File: src/matrix_multiply_4x4_assert.svh
// assertion macros used by the matrix multiplier top level
`ifndef MATRIX_MULTIPLY_4X4_ASSERT_SVH
`define MATRIX_MULTIPLY_4X4_ASSERT_SVH

// same-cycle implication, sampled on clk, off during reset
`define MM4_ASSERT_NOW(label, ante, cons) \
  label: assert property (@(posedge clk) disable iff (!rst_n) (ante) |-> (cons)) \
    else $error("mm4 same-cycle check failed");

// next-cycle implication, sampled on clk, off during reset
`define MM4_ASSERT_NEXT(label, ante, cons) \
  label: assert property (@(posedge clk) disable iff (!rst_n) (ante) |=> (cons)) \
    else $error("mm4 next-cycle check failed");

`endif

File: src/mm4_pkg.sv
// types and constants of the 4x4 fixed-point matrix multiplier
package mm4_pkg;

  localparam int DIM    = 4;
  localparam int IDX_W  = 2;
  localparam int ELEM_W = 32;
  localparam int FRAC_W = 16;
  localparam int PROD_W = 2 * ELEM_W;
  localparam int ACC_W  = PROD_W + 2;

  typedef logic signed [ELEM_W-1:0] mm4_elem_t;

  typedef struct packed {
    logic [IDX_W-1:0] row_index;
    mm4_elem_t        a_col0;
    mm4_elem_t        a_col1;
    mm4_elem_t        a_col2;
    mm4_elem_t        a_col3;
    mm4_elem_t        b_col0;
    mm4_elem_t        b_col1;
    mm4_elem_t        b_col2;
    mm4_elem_t        b_col3;
    logic             load_done;
  } mm4_in_req_t;

  typedef struct packed {
    logic [IDX_W-1:0] out_row;
    mm4_elem_t        c_col0;
    mm4_elem_t        c_col1;
    mm4_elem_t        c_col2;
    mm4_elem_t        c_col3;
    logic             final_row;
  } mm4_out_req_t;

  typedef enum logic [1:0] {
    ST_LOAD,
    ST_ISSUE,
    ST_WAIT
  } mm4_state_t;

  // one multiply step issued to every lane
  typedef struct packed {
    logic valid;
    logic first;
    logic last;
  } mm4_lane_ctl_t;

  // row hand-off into the output register
  typedef struct packed {
    logic             load;
    logic [IDX_W-1:0] row;
    logic             final_row;
  } mm4_merge_ctl_t;

endpackage

File: src/mm4_merge.sv
// merges lane sums: shift by the fraction width, saturate, hold for the receiver
module mm4_merge (
  input  logic                              clk,
  input  logic                              rst_n,
  input  mm4_pkg::mm4_merge_ctl_t           ctl,
  input  logic signed [mm4_pkg::ACC_W-1:0]  acc [mm4_pkg::DIM],
  output logic                              slot_free,
  output logic                              out_valid,
  input  logic                              out_stall,
  output mm4_pkg::mm4_out_req_t             out_data
);

  localparam int TOP_W = mm4_pkg::ACC_W - mm4_pkg::FRAC_W - mm4_pkg::ELEM_W + 1;
  localparam int MSB_L = mm4_pkg::FRAC_W + mm4_pkg::ELEM_W - 1;

  function automatic mm4_pkg::mm4_elem_t sat_shift(
    input logic signed [mm4_pkg::ACC_W-1:0] v
  );
    logic [TOP_W-1:0] upper;
    upper = v[mm4_pkg::ACC_W-1:MSB_L];
    priority if (upper == '0 || upper == '1) begin
      sat_shift = v[MSB_L:mm4_pkg::FRAC_W];
    end else if (v[mm4_pkg::ACC_W-1]) begin
      sat_shift = {1'b1, {(mm4_pkg::ELEM_W-1){1'b0}}};
    end else begin
      sat_shift = {1'b0, {(mm4_pkg::ELEM_W-1){1'b1}}};
    end
  endfunction

  logic                  out_valid_r;
  mm4_pkg::mm4_out_req_t out_data_r;
  mm4_pkg::mm4_out_req_t out_data_nxt;

  assign slot_free = !out_valid_r || !out_stall;

  always_comb begin
    out_data_nxt.out_row   = ctl.row;
    out_data_nxt.c_col0    = sat_shift(acc[0]);
    out_data_nxt.c_col1    = sat_shift(acc[1]);
    out_data_nxt.c_col2    = sat_shift(acc[2]);
    out_data_nxt.c_col3    = sat_shift(acc[3]);
    out_data_nxt.final_row = ctl.final_row;
  end

  always_ff @(posedge clk) begin
    if (!rst_n) begin
      out_valid_r <= 1'b0;
    end else if (ctl.load) begin
      out_valid_r <= 1'b1;
    end else if (!out_stall) begin
      out_valid_r <= 1'b0;
    end
  end

  always_ff @(posedge clk) begin
    if (ctl.load) begin
      out_data_r <= out_data_nxt;
    end
  end

  assign out_valid = out_valid_r;
  assign out_data  = out_data_r;

endmodule

File: config.mk
export PLATFORM = sky130hd
export DESIGN_NAME = mm4_merge
export DESIGN_NICKNAME = d
export VERILOG_FILES = /design/src/matrix_multiply_4x4_assert.svh /design/src/mm4_pkg.sv /design/src/mm4_merge.sv
export SDC_FILE = /design/constraint.sdc
export NUM_CORES = 1
export LEC_CHECK = 0
export BUFFER_PORTS_ARGS = -buffer_cell sky130_fd_sc_hd__buf_2
export CORE_AREA = 2 2 155 157
export DETAILED_ROUTE_END_ITERATION = 16
export DIE_AREA = 0 0 157 159
export PLACE_DENSITY = 0.58
export SYNTH_ARGS = -nofsm -noshare
export SYNTH_HDL_FRONTEND = slang
export SYNTH_SLANG_ARGS = --single-unit
File: constraint.sdc
create_clock -name clk -period 3.6 [get_ports clk]
set_input_delay 0.72 -clock clk [delete_from_list [all_inputs] [get_ports clk]]
set_output_delay 0.72 -clock clk [all_outputs]
set_load 0.1 [all_outputs]
==> results.txt <==
DP HPWL -> 11.73 mm
Reg2reg setup slack -> 3010 ps
Routing usage on met3 -> 4.682%
Fill count -> 2349
Crit. End Element -> flop
GRT busiest layer -> met2
Dpl ws -> 981.1 ps
CTS Sinks -> 132
Worst-case vdd ir drop -> 0.0002798 V
Final net count -> 954
Port bufs -> 339
PwrDens -> 586.9 nW/um2
H-tree depth -> 4
Final Util -> 34.87%
Leak -> 0.003899 uW
Final Max Tran Viols -> 0
TritonCTS clock tree -> yes
FF+latch count, synth -> 132
Depth of the worst register-to-register path -> 2
Core Region -> 23190 um2
Hold WC Path Type -> primary input to flop
TNS Setup -> 0 ps
Antenna viol nets, final -> 0
Drt via density -> 4.262
Gpl congestion -> 0.8331
Worst endpoint data arrival time -> 2470 ps
Critical Path RT -> 3870 ps
Syn Area/Cell -> 16.15 um2
Hold buffers post-CTS -> 0
Maxcap violations -> 0
Reg2reg start -> out_valid
Worst-path fanout max -> 31
Worst slew margin -> 48.95%
Global-route wire length before repair -> 23.65 mm
CTS clk-pin slew, worst paths -> 60 ps
Largest net degree at the start of global routing -> 61
WL per Instance -> 15.50 um
Post-synth EDFFs -> 131
Share of cells above drive strength 1 -> 56.47%
Worst skew pair latency -> 400 ps
Tmin final -> 2206 ps
Starting DRT DRC Count -> 224
Vias in the first global route -> 4352
Sequential fraction of the synthesis area -> 70.95%
Unique masters post-synth -> 20
Post-CTS Setup Repair Bufs -> 0
Fin. Hold Viols -> 0
Yosys synthesis warning count -> 0
FP Rows -> 56
RSZ-0062 raised after global routing -> no
Cts bufs inserted -> 17
Die ar. -> 24960 um2
Initial Utilization -> 24.03%
Fin crit share -> 61.27%
Critical Path End -> out_data[27]
Post-route DRC -> 0
GR Util met1 -> 13.69%
Final hold slack -> 490.3 ps
Synth Instances -> 345
Root buf cell -> clkbuf_16
Syn_nets -> 616
Top_reg_cell synth -> edfxtp_1
Layout Cells excl Fill -> 1018
Dpl cells -> 983
1st-pass router iterations -> 6
GRT overflow -> 0
Startpoint types -> primary input
Drt total wl -> 15.78 mm
Clock skew -> 0 ps
Final worst slack -> 1394 ps
Async set or reset register ratio after synthesis -> 0%
Initial antenna violation count -> 3
GR Util met2 -> 21.03%
Synth-to-Final Area Change -> 45.11%
Die width -> 157 um
Max Fclk -> 0.4533 GHz
Post-Syn Area -> 5573 um2
Tot GR Track Use -> 12.20%
Die height -> 159 um
CP Class -> primary input to flop
Least-Margin Pin Slew -> 765.7 ps
CTS max path bufs -> 2
Vias -> 4339
CTS resizes -> 0
# setup viols final -> 0
RR Endpoint -> out_valid
Crit path from -> acc[65]
Ports -> 404
Status -> finished, final reports clean
final cells by class:
cell class / instances / area [um2] / area share, %
flip-flops and latches: 132 / 3954 / 48.89
repair buffers: 347 / 1775 / 21.96
multi-input cells: 185 / 1395 / 17.25
clock buffers: 17 / 425.4 / 5.261
well taps: 319 / 399.1 / 4.936
clock inverters: 15 / 130.1 / 1.609
diodes: 3 / 7.507 / 0.09284
how the worst min path moves through the flow:
stage,start,slack [ps],depth (start not counted),endpoint
2_1_floorplan,ctl[0],820,0,out_data[0]
3_3_place_gp,out_valid,520,2,out_valid
3_5_place_dp,out_valid,530,2,out_valid
4_1_cts,ctl[0],460,1,out_data[0]
5_1_grt,ctl[0],460,1,out_data[0]
6_report,ctl[0],490,1,out_data[0]
synthesized netlist by cell type (2+ instances only):
cell type	instances	area, um2
buf_2	2	10.01
a21o_1	120	900.9
buf_4	3	22.52
buf_6	18	202.7
nor4_2	4	50.05
a21o_2	4	35.03
a31o_2	3	26.28
and3_1	3	18.77
nor4_1	17	106.4
a311oi_2	3	45.04
clkbuf_1	4	15.01
edfxtp_1	131	3934
nand4_1	20	125.1
nor2_1	7	26.28
stage by stage:
step,power [uW],instance area (um2)
3_3_place_gp,3136,7523
3_5_place_dp,3142,7523
5_1_grt,4922,8082
2_1_floorplan,2853,5573
4_1_cts,4815,8079
6_report,4746,8087
state kept, by name, summed over array words and instances, names as in the netlist:
signal     count
out_data     131
out_valid      1
critical path: stages:
cell,delay (ps)
buf_2,130
nor4_1,320
nand4_1,140
nor4_2,300
a31o_2,620
a21o_1,240
cells by family after synthesis:
group,Yosys count,share of synthesized area (%)
AOI/OAI and AO/OA,132,18.34
buffers and inverters,28,4.670
DFF,132,70.95
and+or+nand+nor,53,6.040
where the power goes:
part	internal, uW	total [uW]	switching, uW
sequential	1820	1850	26.3
combinational	209	1250	1040
clock	953	1640	690
total	2990	4750	1760
per-layer routing:
metal	vias up	routed length, um
li1	2066	-
met1	2061	6333
met2	200	7836
met3	12	1393
met4	0	216
met5	-	0
placed cells by master, fill, tap and decap left out, types with 3 or more instances in the layout:
cell and count:
nand4_1 20, a31o_2 3, clkinvlp_4 5, a311oi_4 3, buf_2 338, a21o_2 4, nor4_1 17, inv_6 4
a21o_1 120, nor4_2 4, and3_1 3, buf_4 7, edfxtp_1 131, clkbuf_16 17, nor2_1 6, clkinv_2 3
diode_2 3
No activity file was read; power rests on OpenSTA's default activity.
