`config.mk`:
```
export PLATFORM = sky130hd
export DESIGN_NAME = mm4_lane
export DESIGN_NICKNAME = d
export VERILOG_FILES = /design/src/matrix_multiply_4x4_assert.svh /design/src/mm4_pkg.sv /design/src/mm4_lane.sv
export SDC_FILE = /design/constraint.sdc
export NUM_CORES = 2
export LEC_CHECK = 0
export BUFFER_PORTS_ARGS = -buffer_cell sky130_fd_sc_hd__buf_2
export CAP_MARGIN = 30
export CORE_UTILIZATION = 47
export CTS_BUF_LIST = sky130_fd_sc_hd__clkbuf_16
export DETAILED_ROUTE_END_ITERATION = 10
export PLACE_DENSITY = 0.71
export SYNTH_ARGS = -nofsm -noshare
export SYNTH_HDL_FRONTEND = slang
export SYNTH_SLANG_ARGS = --single-unit
```
`constraint.sdc`:
```
create_clock -name clk -period 19.1 [get_ports clk]
set_input_delay 4.775 -clock clk [delete_from_list [all_inputs] [get_ports clk]]
set_output_delay 4.775 -clock clk [all_outputs]
set_load 0.01 [all_outputs]
```
`src/matrix_multiply_4x4_assert.svh`:
```
// assertion macros used by the matrix multiplier top level
`ifndef MATRIX_MULTIPLY_4X4_ASSERT_SVH
`define MATRIX_MULTIPLY_4X4_ASSERT_SVH

// same-cycle implication, sampled on clk, off during reset
`define MM4_ASSERT_NOW(label, ante, cons) \
  label: assert property (@(posedge clk) disable iff (!rst_n) (ante) |-> (cons)) \
    else $error("mm4 same-cycle check failed");

// next-cycle implication, sampled on clk, off during reset
`define MM4_ASSERT_NEXT(label, ante, cons) \
  label: assert property (@(posedge clk) disable iff (!rst_n) (ante) |=> (cons)) \
    else $error("mm4 next-cycle check failed");

`endif

```
`src/mm4_pkg.sv`:
```
// types and constants of the 4x4 fixed-point matrix multiplier
package mm4_pkg;

  localparam int DIM    = 4;
  localparam int IDX_W  = 2;
  localparam int ELEM_W = 32;
  localparam int FRAC_W = 16;
  localparam int PROD_W = 2 * ELEM_W;
  localparam int ACC_W  = PROD_W + 2;

  typedef logic signed [ELEM_W-1:0] mm4_elem_t;

  typedef struct packed {
    logic [IDX_W-1:0] row_index;
    mm4_elem_t        a_col0;
    mm4_elem_t        a_col1;
    mm4_elem_t        a_col2;
    mm4_elem_t        a_col3;
    mm4_elem_t        b_col0;
    mm4_elem_t        b_col1;
    mm4_elem_t        b_col2;
    mm4_elem_t        b_col3;
    logic             load_done;
  } mm4_in_req_t;

  typedef struct packed {
    logic [IDX_W-1:0] out_row;
    mm4_elem_t        c_col0;
    mm4_elem_t        c_col1;
    mm4_elem_t        c_col2;
    mm4_elem_t        c_col3;
    logic             final_row;
  } mm4_out_req_t;

  typedef enum logic [1:0] {
    ST_LOAD,
    ST_ISSUE,
    ST_WAIT
  } mm4_state_t;

  // one multiply step issued to every lane
  typedef struct packed {
    logic valid;
    logic first;
    logic last;
  } mm4_lane_ctl_t;

  // row hand-off into the output register
  typedef struct packed {
    logic             load;
    logic [IDX_W-1:0] row;
    logic             final_row;
  } mm4_merge_ctl_t;

endpackage

```
`src/mm4_lane.sv`:
```
// one column lane: registered multiply, then full-precision accumulate
module mm4_lane (
  input  logic                              clk,
  input  logic                              rst_n,
  input  mm4_pkg::mm4_lane_ctl_t            ctl,
  input  mm4_pkg::mm4_elem_t                a_in,
  input  mm4_pkg::mm4_elem_t                b_in,
  output logic signed [mm4_pkg::ACC_W-1:0]  acc,
  output logic                              done
);

  logic signed [mm4_pkg::PROD_W-1:0] prod_r;
  logic signed [mm4_pkg::PROD_W-1:0] prod_nxt;
  logic                              p_valid_r;
  logic                              p_first_r;
  logic                              p_last_r;
  logic signed [mm4_pkg::ACC_W-1:0]  acc_r;
  logic signed [mm4_pkg::ACC_W-1:0]  acc_nxt;
  logic signed [mm4_pkg::ACC_W-1:0]  prod_ext;
  logic                              done_r;

  assign prod_nxt = a_in * b_in;
  assign prod_ext = {{(mm4_pkg::ACC_W - mm4_pkg::PROD_W){prod_r[mm4_pkg::PROD_W-1]}}, prod_r};
  assign acc_nxt  = p_first_r ? prod_ext : acc_r + prod_ext;

  always_ff @(posedge clk) begin
    if (!rst_n) begin
      p_valid_r <= 1'b0;
      done_r    <= 1'b0;
    end else begin
      p_valid_r <= ctl.valid;
      done_r    <= p_valid_r && p_last_r;
    end
  end

  always_ff @(posedge clk) begin
    if (ctl.valid) begin
      prod_r    <= prod_nxt;
      p_first_r <= ctl.first;
      p_last_r  <= ctl.last;
    end
    if (p_valid_r) begin
      acc_r <= acc_nxt;
    end
  end

  assign acc  = acc_r;
  assign done = done_r;

endmodule

```
==> flow_summary_export.csv <==
group,metric,value,unit
run_status,status,"complete, no violations",
setup_path,cp-end-kind,"register",
setup_path,critical_path_depth,27,
clock_tree,clock_sinks,134,
clock_tree,clk_path_buf_depth,2,
clock_tree,cts_tree,"done",
cells_and_area,final_common_cell,"fa_1",
cells_and_area,finalInstanceArea,0.0468,mm²
cells_and_area,fin_nets,6096,
yosys,yosysTopAreaCell,"fa_1",
setup_path,worstPathRequired,19330,ps
setup_path,max_stage_delay,840,ps
global_route,grt-ovfl-total,0,
cells_and_area,multi_input_area,0.0360,mm²
floorplanning,initial_core_util,47.8,%
global_route,antenna_found_initial,9,
routing,viasPerCell,5.38,
setup_path,arrival,13180,ps
clock_tree,cts_resized,0,
sta,min_period,12960,ps
yosys,ys.flop_type,"edfxtp_1",
placement,dp_hpwl,92800,µm
yosys,ys_async_sr_fraction,0,%
cells_and_area,mostFrequentLayoutCells,"1,083 x fa_1, 1,045 x inv_1, 642 x nand2_1",
yosys,netlist_instances,4769,
yosys,synth_cell_types,74,
cells_and_area,syn_to_final_growth,4.46,%
setup_path,r2r-start,"acc[10]",
global_route,grt_pass1_vias,34800,
hold_path,min_path_cells,1,
clock_tree,numCtsBuffers,17,
routing,detail-route-antenna-nets,0,
routing,drcViolationCount,0,
setup_path,r2r_cells,10,
setup_path,criticalPathCategory,"in -> reg",
hold_path,hold_path.class,"reg -> reg",
setup_path,ff2ff_setup_slack,15410,ps
routing,first_pass_iters,5,
yosys,synth_edf_count,132,
setup_path,path_max_fanout,32,
sta,max_freq,77.2,MHz
global_route,grtUsageTotal,24.1,%
clock_tree,clock_latency,430,ps
routing,wl_per_cell,19.0,µm
clock_tree,htree_levels,4,
routing,vias,32100,
routing,routed_wl,113000,µm
yosys,yosys_warnings,0,
sta,period_share,67.8,%
global_route,grt_pass1_wl,186000,µm
placement,port_buffers,135,
setup_path,critPathMostFrequentCell,"fa_1",
floorplanning,rows,112,
setup_path,r2r_end,"acc[61]",
yosys,syn_nets,6170,
sta,finalSetupTns,0,ps
sta,finalHoldViolations,0,
setup_path,cp_slowest_cell,"fa_1",
clock_tree,path_clk_slew,60,ps
setup_path,crit_start,"b_in[5]",
setup_path,critical_path_buf_inv_count,8,
setup_path,crit_path_end,"prod_r[60]",
sta,relSlewSlack,35.6,%
flow_run,maxCapViolations,0,
yosys,syn-cell-area,0.0448,mm²
placement,place_area,0.0463,mm²
yosys,ys_seq_area_share,8.93,%
routing,initialDrtViolationCount,2192,
floorplanning,die-area,0.0966,mm²
placement,place.gp.congestion,0.926,
clock_tree,post_cts_buffers,0,
yosys,synth.top_cell.area_share,48.3,%
sta,setup_viol,0,
setup_path,cpLargestDelayFamily,"adder cells",
cells_and_area,regArea,0.00401,mm²
sta,final-max-slew-violation-count,0,
sta,skew,22.0,ps
clock_tree,cts-root-buf,"clkbuf_16",
cells_and_area,fillers,8631,
global_route,grt_max_degree,110,
floorplanning,ios,136,
sta,rsz0062_at_grt,"false",
yosys,synthTopCellsByArea,"fa_1 48%, edfxtp_1 8.8%, inv_1 8.7%, and2_1 7.2%, ha_1 6.9%",
yosys,ys_ff_latch,134,
clock_tree,cts_hold_buf,0,
cells_and_area,drive_gt1_share,4.44,%
floorplanning,die_y,311,µm
setup_path,start_kind,"primary input",
floorplanning,core_area,0.0939,mm²
floorplanning,die_w,311,µm
yosys,avgSynthCellArea,9.40,µm²
sta,worst_pin_slew,966,ps
-- layer usage --
metal | up-vias | GRT usage [%] | share of wire (%)
li1 | 14100 | - | -
met1 | 16600 | 32.7 | 42
met2 | 1179 | 40.8 | 49
met5 | - | 0 | 0.053
met3 | 196 | 3.58 | 7.0
met4 | 10 | 5.54 | 2.3
-- cells in the mapped netlist, types with 6 or more instances --
library cell	number
nand2_1	642
nand3_1	19
a21o_1	66
o21ai_0	122
nor2b_1	10
a21oi_1	133
xor2_1	43
and2_1	518
inv_1	1045
a31oi_1	13
clkbuf_1	234
nor3_1	21
ha_1	249
o31ai_1	10
and3_1	11
nand2b_1	19
a311oi_1	6
xnor2_1	77
o21a_1	14
nor2_1	102
a211oi_1	17
o21bai_1	26
o211ai_1	12
edfxtp_1	132
fa_1	1083
nand4_1	20
a21boi_0	9
nor4_1	6
-- final cells by class --
class | instances | share of cell area (%)
antenna | 2 | 0.0107
tap | 1254 | 3.35
clock buffer | 17 | 0.908
clock inverter | 15 | 0.294
timing repair buffer | 147 | 1.63
sequential | 134 | 8.55
inverter | 1046 | 8.38
multi-input combinational | 3349 | 76.9
-- how the worst min path moves through the flow --
stage	slack, ps	endpoint	start
4_1_cts	490	done	p_last_r
5_1_grt	510	done	p_last_r
2_1_floorplan	440	done	p_last_r
6_report	480	done	p_last_r
3_5_place_dp	460	done	p_last_r
3_3_place_gp	450	done	p_last_r
-- flip-flops by register name, summed over array words and instances, names as in the netlist --
name	flops
acc	66
done	1
p_first_r	1
p_last_r	1
p_valid_r	1
prod_r	64
-- through the flow --
step	utilization, %	setup slack [ps]	hold slack (ps)	std cells
4_1_cts	49.9	6200	486	5962
2_1_floorplan	-	6840	443	4769
6_report	49.9	6140	482	5964
3_5_place_dp	49.3	5750	465	5930
5_1_grt	49.9	5710	511	5963
3_3_place_gp	49.3	5820	451	5930
-- logic make-up after synthesis --
group / synth area share, %
XOR/XNOR: 2.34
adder cells (fa/ha/maj): 55.3
flip-flops: 8.93
multiplexers: 0.145
AO/OA/AOI/OAI: 7.19
buffers and inverters: 10.8
AND/OR/NAND/NOR: 15.3
Power is left out: the tool's default activity adds up to more than one toggle a clock period on the data nets, which glitch-free logic cannot reach.
