<file path="config.mk">
export PLATFORM = sky130hd
export DESIGN_NAME = mm4_store
export DESIGN_NICKNAME = d
export VERILOG_FILES = /design/src/matrix_multiply_4x4_assert.svh /design/src/mm4_pkg.sv /design/src/mm4_store.sv
export SDC_FILE = /design/constraint.sdc
export NUM_CORES = 1
export LEC_CHECK = 0
export BUFFER_PORTS_ARGS = -buffer_cell sky130_fd_sc_hd__buf_2
export CORE_MARGIN = 3
export CORE_UTILIZATION = 40
export CTS_CLUSTER_DIAMETER = 100
export DETAILED_ROUTE_END_ITERATION = 8
export GPL_TIMING_DRIVEN = 0
export PLACE_DENSITY_LB_ADDON = 0.15
export SLEW_MARGIN = 20
export SYNTH_ARGS = -nofsm -noshare
export SYNTH_HDL_FRONTEND = slang
export SYNTH_SLANG_ARGS = --single-unit
</file>
<file path="constraint.sdc">
create_clock -name clk -period 24.2 [get_ports clk]
set_input_delay 0 -clock clk [delete_from_list [all_inputs] [get_ports clk]]
set_output_delay 0 -clock clk [all_outputs]
set_load 0.02 [all_outputs]
</file>
<file path="src/matrix_multiply_4x4_assert.svh">
// assertion macros used by the matrix multiplier top level
`ifndef MATRIX_MULTIPLY_4X4_ASSERT_SVH
`define MATRIX_MULTIPLY_4X4_ASSERT_SVH

// same-cycle implication, sampled on clk, off during reset
`define MM4_ASSERT_NOW(label, ante, cons) \
  label: assert property (@(posedge clk) disable iff (!rst_n) (ante) |-> (cons)) \
    else $error("mm4 same-cycle check failed");

// next-cycle implication, sampled on clk, off during reset
`define MM4_ASSERT_NEXT(label, ante, cons) \
  label: assert property (@(posedge clk) disable iff (!rst_n) (ante) |=> (cons)) \
    else $error("mm4 next-cycle check failed");

`endif

</file>
<file path="src/mm4_pkg.sv">
// types and constants of the 4x4 fixed-point matrix multiplier
package mm4_pkg;

  localparam int DIM    = 4;
  localparam int IDX_W  = 2;
  localparam int ELEM_W = 32;
  localparam int FRAC_W = 16;
  localparam int PROD_W = 2 * ELEM_W;
  localparam int ACC_W  = PROD_W + 2;

  typedef logic signed [ELEM_W-1:0] mm4_elem_t;

  typedef struct packed {
    logic [IDX_W-1:0] row_index;
    mm4_elem_t        a_col0;
    mm4_elem_t        a_col1;
    mm4_elem_t        a_col2;
    mm4_elem_t        a_col3;
    mm4_elem_t        b_col0;
    mm4_elem_t        b_col1;
    mm4_elem_t        b_col2;
    mm4_elem_t        b_col3;
    logic             load_done;
  } mm4_in_req_t;

  typedef struct packed {
    logic [IDX_W-1:0] out_row;
    mm4_elem_t        c_col0;
    mm4_elem_t        c_col1;
    mm4_elem_t        c_col2;
    mm4_elem_t        c_col3;
    logic             final_row;
  } mm4_out_req_t;

  typedef enum logic [1:0] {
    ST_LOAD,
    ST_ISSUE,
    ST_WAIT
  } mm4_state_t;

  // one multiply step issued to every lane
  typedef struct packed {
    logic valid;
    logic first;
    logic last;
  } mm4_lane_ctl_t;

  // row hand-off into the output register
  typedef struct packed {
    logic             load;
    logic [IDX_W-1:0] row;
    logic             final_row;
  } mm4_merge_ctl_t;

endpackage

</file>
<file path="src/mm4_store.sv">
// row storage for matrices a and b, cleared at reset
module mm4_store (
  input  logic                          clk,
  input  logic                          rst_n,
  input  logic                          wr_en,
  input  mm4_pkg::mm4_in_req_t          wr_req,
  input  logic [mm4_pkg::IDX_W-1:0]     rd_row,
  input  logic [mm4_pkg::IDX_W-1:0]     rd_col,
  output mm4_pkg::mm4_elem_t            a_elem,
  output mm4_pkg::mm4_elem_t            b_row [mm4_pkg::DIM]
);

  mm4_pkg::mm4_elem_t a_r [mm4_pkg::DIM][mm4_pkg::DIM];
  mm4_pkg::mm4_elem_t b_r [mm4_pkg::DIM][mm4_pkg::DIM];

  always_ff @(posedge clk) begin
    if (!rst_n) begin
      for (int r = 0; r < mm4_pkg::DIM; r++) begin
        for (int c = 0; c < mm4_pkg::DIM; c++) begin
          a_r[r][c] <= '0;
          b_r[r][c] <= '0;
        end
      end
    end else if (wr_en) begin
      a_r[wr_req.row_index][0] <= wr_req.a_col0;
      a_r[wr_req.row_index][1] <= wr_req.a_col1;
      a_r[wr_req.row_index][2] <= wr_req.a_col2;
      a_r[wr_req.row_index][3] <= wr_req.a_col3;
      b_r[wr_req.row_index][0] <= wr_req.b_col0;
      b_r[wr_req.row_index][1] <= wr_req.b_col1;
      b_r[wr_req.row_index][2] <= wr_req.b_col2;
      b_r[wr_req.row_index][3] <= wr_req.b_col3;
    end
  end

  // a[i][k] broadcast to all lanes, row k of b split across lanes
  assign a_elem = a_r[rd_row][rd_col];

  always_comb begin
    for (int c = 0; c < mm4_pkg::DIM; c++) begin
      b_row[c] = b_r[rd_col][c];
    end
  end

endmodule

</file>
==> impl_metrics.toml <==
[route]
drc = 0
final_wl_um = 124000
final_antenna_net_count = 0
post_drt_via_cell_ratio = 5.10
vias = 25700
drtPass1Iterations = 5
initial_drt_markers = 2040
routedWlPerCell_um = 24.6

[cells_and_area]
fillerInstances = 9107
final_cell_mix = "sky130_fd_sc_hd__and2_1 (1,025), sky130_fd_sc_hd__edfxtp_1 (1,024), sky130_fd_sc_hd__buf_2 (452)"
fin_area_um2 = 55900
final_core_area_utilization_pct = 51.0
final_common_cell = "sky130_fd_sc_hd__and2_1"
layout-drive-gt1-share_pct = 26.3
layout_area_overhead_pct = 25.9
design.final.nets = 3709

[power_and_ir_drop]
power.ir.vdd_worst_uv = 55.5
sequentialPowerShare_pct = 50.3
total_switching_power_uw = 973
fin_total_pwr_mw = 4.19
combPwrFrac_pct = 10.6
share_of_total_power_in_the_clock_network_pct = 39.1
p_leak_nw = 20.3
powerDensity_nw_per_um2 = 74.9
power_switching_share_pct = 23.3
power_report.internal_total_mw = 3.21

[min_path]
worst_hold_path_type = "input pin to flop"

[global_routing]
grt_first_pass_wirelength_um = 183000
overflow = 0
number_of_antenna_violations_at_the_first_check_in_global_routing = 32
via_count_of_the_first_global_routing_pass = 27500
maximum_number_of_pins_on_one_net_before_global_route_repair = 42
global_route.usage.total_pct = 21.5

[worst_setup_path]
critical_path.cell_chain = "dlygate4sd3_1 > buf_2 > nand2_1 > nor3_2 > clkbuf_1 > nand2b_4 > buf_12 > buf_16 > buf_16 > buf_16"
cp_top_family = "buffers and inverters"
timing.critical_path.slowest_stage_cell = "sky130_fd_sc_hd__clkbuf_1"
worst-path-buf-inv = 7
peak_per_stage_delay_on_the_critical_path_ns = 0.83
critical_path_startpoint_category = "input pin"
arrival_ns = 3.98
worstSetupPathType = "input pin to flop"
worstPathRequired_ns = 24.55
crit_fanout = 40
crit_path_frequent_cell = "sky130_fd_sc_hd__buf_16"
critical_path.endpoint_type = "flop"

[yosys]
ys_ff_latch = 1024
simple_gate_area_share_of_the_yosys_netlist_pct = 14.9
synth_adder_area_share_pct = 0
count_of_different_cell_masters_after_synthesis = 16
post_synth_mux_area_share_pct = 13.0
synthesis.yosys.warnings = 0
post_synth_inst_count = 2599
synthDominantCellAreaShare_pct = 69.3
synth-compound-area-share_pct = 1.11
synth_area_um2 = 44400
synthesis.nets = 2865
yosysSeqAreaShare_pct = 69.3
netlist.top_cell.by_area = "sky130_fd_sc_hd__edfxtp_1"
top_cells_by_area_in_the_synthesized_netlist = "sky130_fd_sc_hd__edfxtp_1 (69%), sky130_fd_sc_hd__and2_1 (14%), sky130_fd_sc_hd__mux4_2 (13%)"
yosys.area_share.xor_xnor_pct = 0
postSynthAreaPerCell_um2 = 17.1
synth_top_family_by_area = "simple AND/OR/NAND/NOR gates"

[sta]
slew_violations = 0
report.final.hold_viol_count = 0
worst-slew-pin-transition_ns = 1.04
finalHoldWorstSlack_ns = 0.0829
finalSetupViolCount = 0
final_period_minus_worst_setup_slack_ns = 3.63
rsz0062_at_grt = "false"
relSlewSlack_pct = 30.8
fmax_mhz = 276
post-route-period-util_pct = 15.0

[clock_network]
htree_num_levels = 3
clock_sinks = 1024
clkSlewWorstSetupHoldPaths_ns = 0.06
post_cts_resized = 0
cts_buf_count = 111
cts_tree = "done"
clk_root_buffer_cell = "sky130_fd_sc_hd__clkbuf_16"
clock_tree.buffer_depth = 3

[floorplanning]
starting_utilization_of_the_core_area_pct = 40.5
placementRows = 121
die_area_um2 = 115000
die_width_um = 339
core_area_um2 = 109000
die_height_um = 339
top_level_ports = 426

[run_status]
run_status = "finished clean"

[placement]
dpl_cell_area_um2 = 49700
placement.io_buffers = 421
place.gp.congestion = 0.758
dp.final_hpwl_um = 85500

[flow_run]
timing.max_cap.violations = 0
[state kept, by name, indices dropped and copies added, names as in the netlist]
name  cells
a_r     512
b_r     512
[stage by stage]
stage | setup WS (ns) | instances | setup TNS, ns
after detailed placement | 20.38 | 4546 | 0
after CTS | 20.54 | 5009 | 0
after floorplan | 5.01 | 2599 | 0
after global routing | 20.47 | 5019 | 0
after global placement | -12.80 | 4496 | -6527.82
final | 20.57 | 5035 | 0
[cells by family after synthesis]
group                  count (synthesis)
buffers and inverters                185
flip-flops                          1024
multiplexers                         256
AO/OA/AOI/OAI                         66
AND/OR/NAND/NOR                     1068
[path summary, 6_finish.rpt]
kind / from / end / slack, ns / depth (start not counted)
setup / recovery: rst_n / b_r[2][73] / 20.57 / 10
hold / removal: wr_en / b_r[3][9] / 0.08 / 3
[routing by layer]
metal | part of all wire [%] | GRT usage [%] | wire, µm
met3 | 6.5 | 4.34 | 8030
met2 | 51 | 37.7 | 63800
met5 | 0.077 | 0 | 96
met4 | 2.5 | 5.56 | 3150
met1 | 39 | 27.4 | 48900
[power groups by stage]
stage | logic, mW | clock network [mW] | registers, mW
after floorplan | 0.221 | 0 | 2.18
after global placement | 0.374 | 0 | 2.24
after detailed placement | 0.410 | 0 | 2.15
after CTS | 0.451 | 1.67 | 2.11
after global routing | 0.471 | 1.74 | 2.12
final | 0.443 | 1.64 | 2.11
[synthesized netlist by cell type (all sizes together)]
| cell type | n |
|---|---|
| a22oi | 64 |
| nand2b | 2 |
| nor2b | 2 |
| clkbuf | 137 |
| nor2 | 3 |
| nand2 | 33 |
| nor3 | 2 |
| edfxtp | 1024 |
| buf | 47 |
| nand3 | 1 |
| o21ai | 2 |
| and2 | 1025 |
| mux4 | 256 |
| inv | 1 |
[layout make-up]
cell class	count	area (µm²)	area share, %
antenna	26	65.1	0.116
buffer	184	768	1.37
clock buffer	136	2910	5.22
clock inverter	67	586	1.05
inverter	1	3.75	0.00672
multi-input combinational	1390	12900	23.1
sequential	1024	30700	55.0
tap	1476	1850	3.31
timing repair buffer	731	6050	10.8
[repair_timing]
action / in CTS / in global routing
setup buffers: 0 / 0
hold buffers: 260 / 0
endpoints found under the hold margin: 1067 / 0
(Power assumes the default switching activity.)
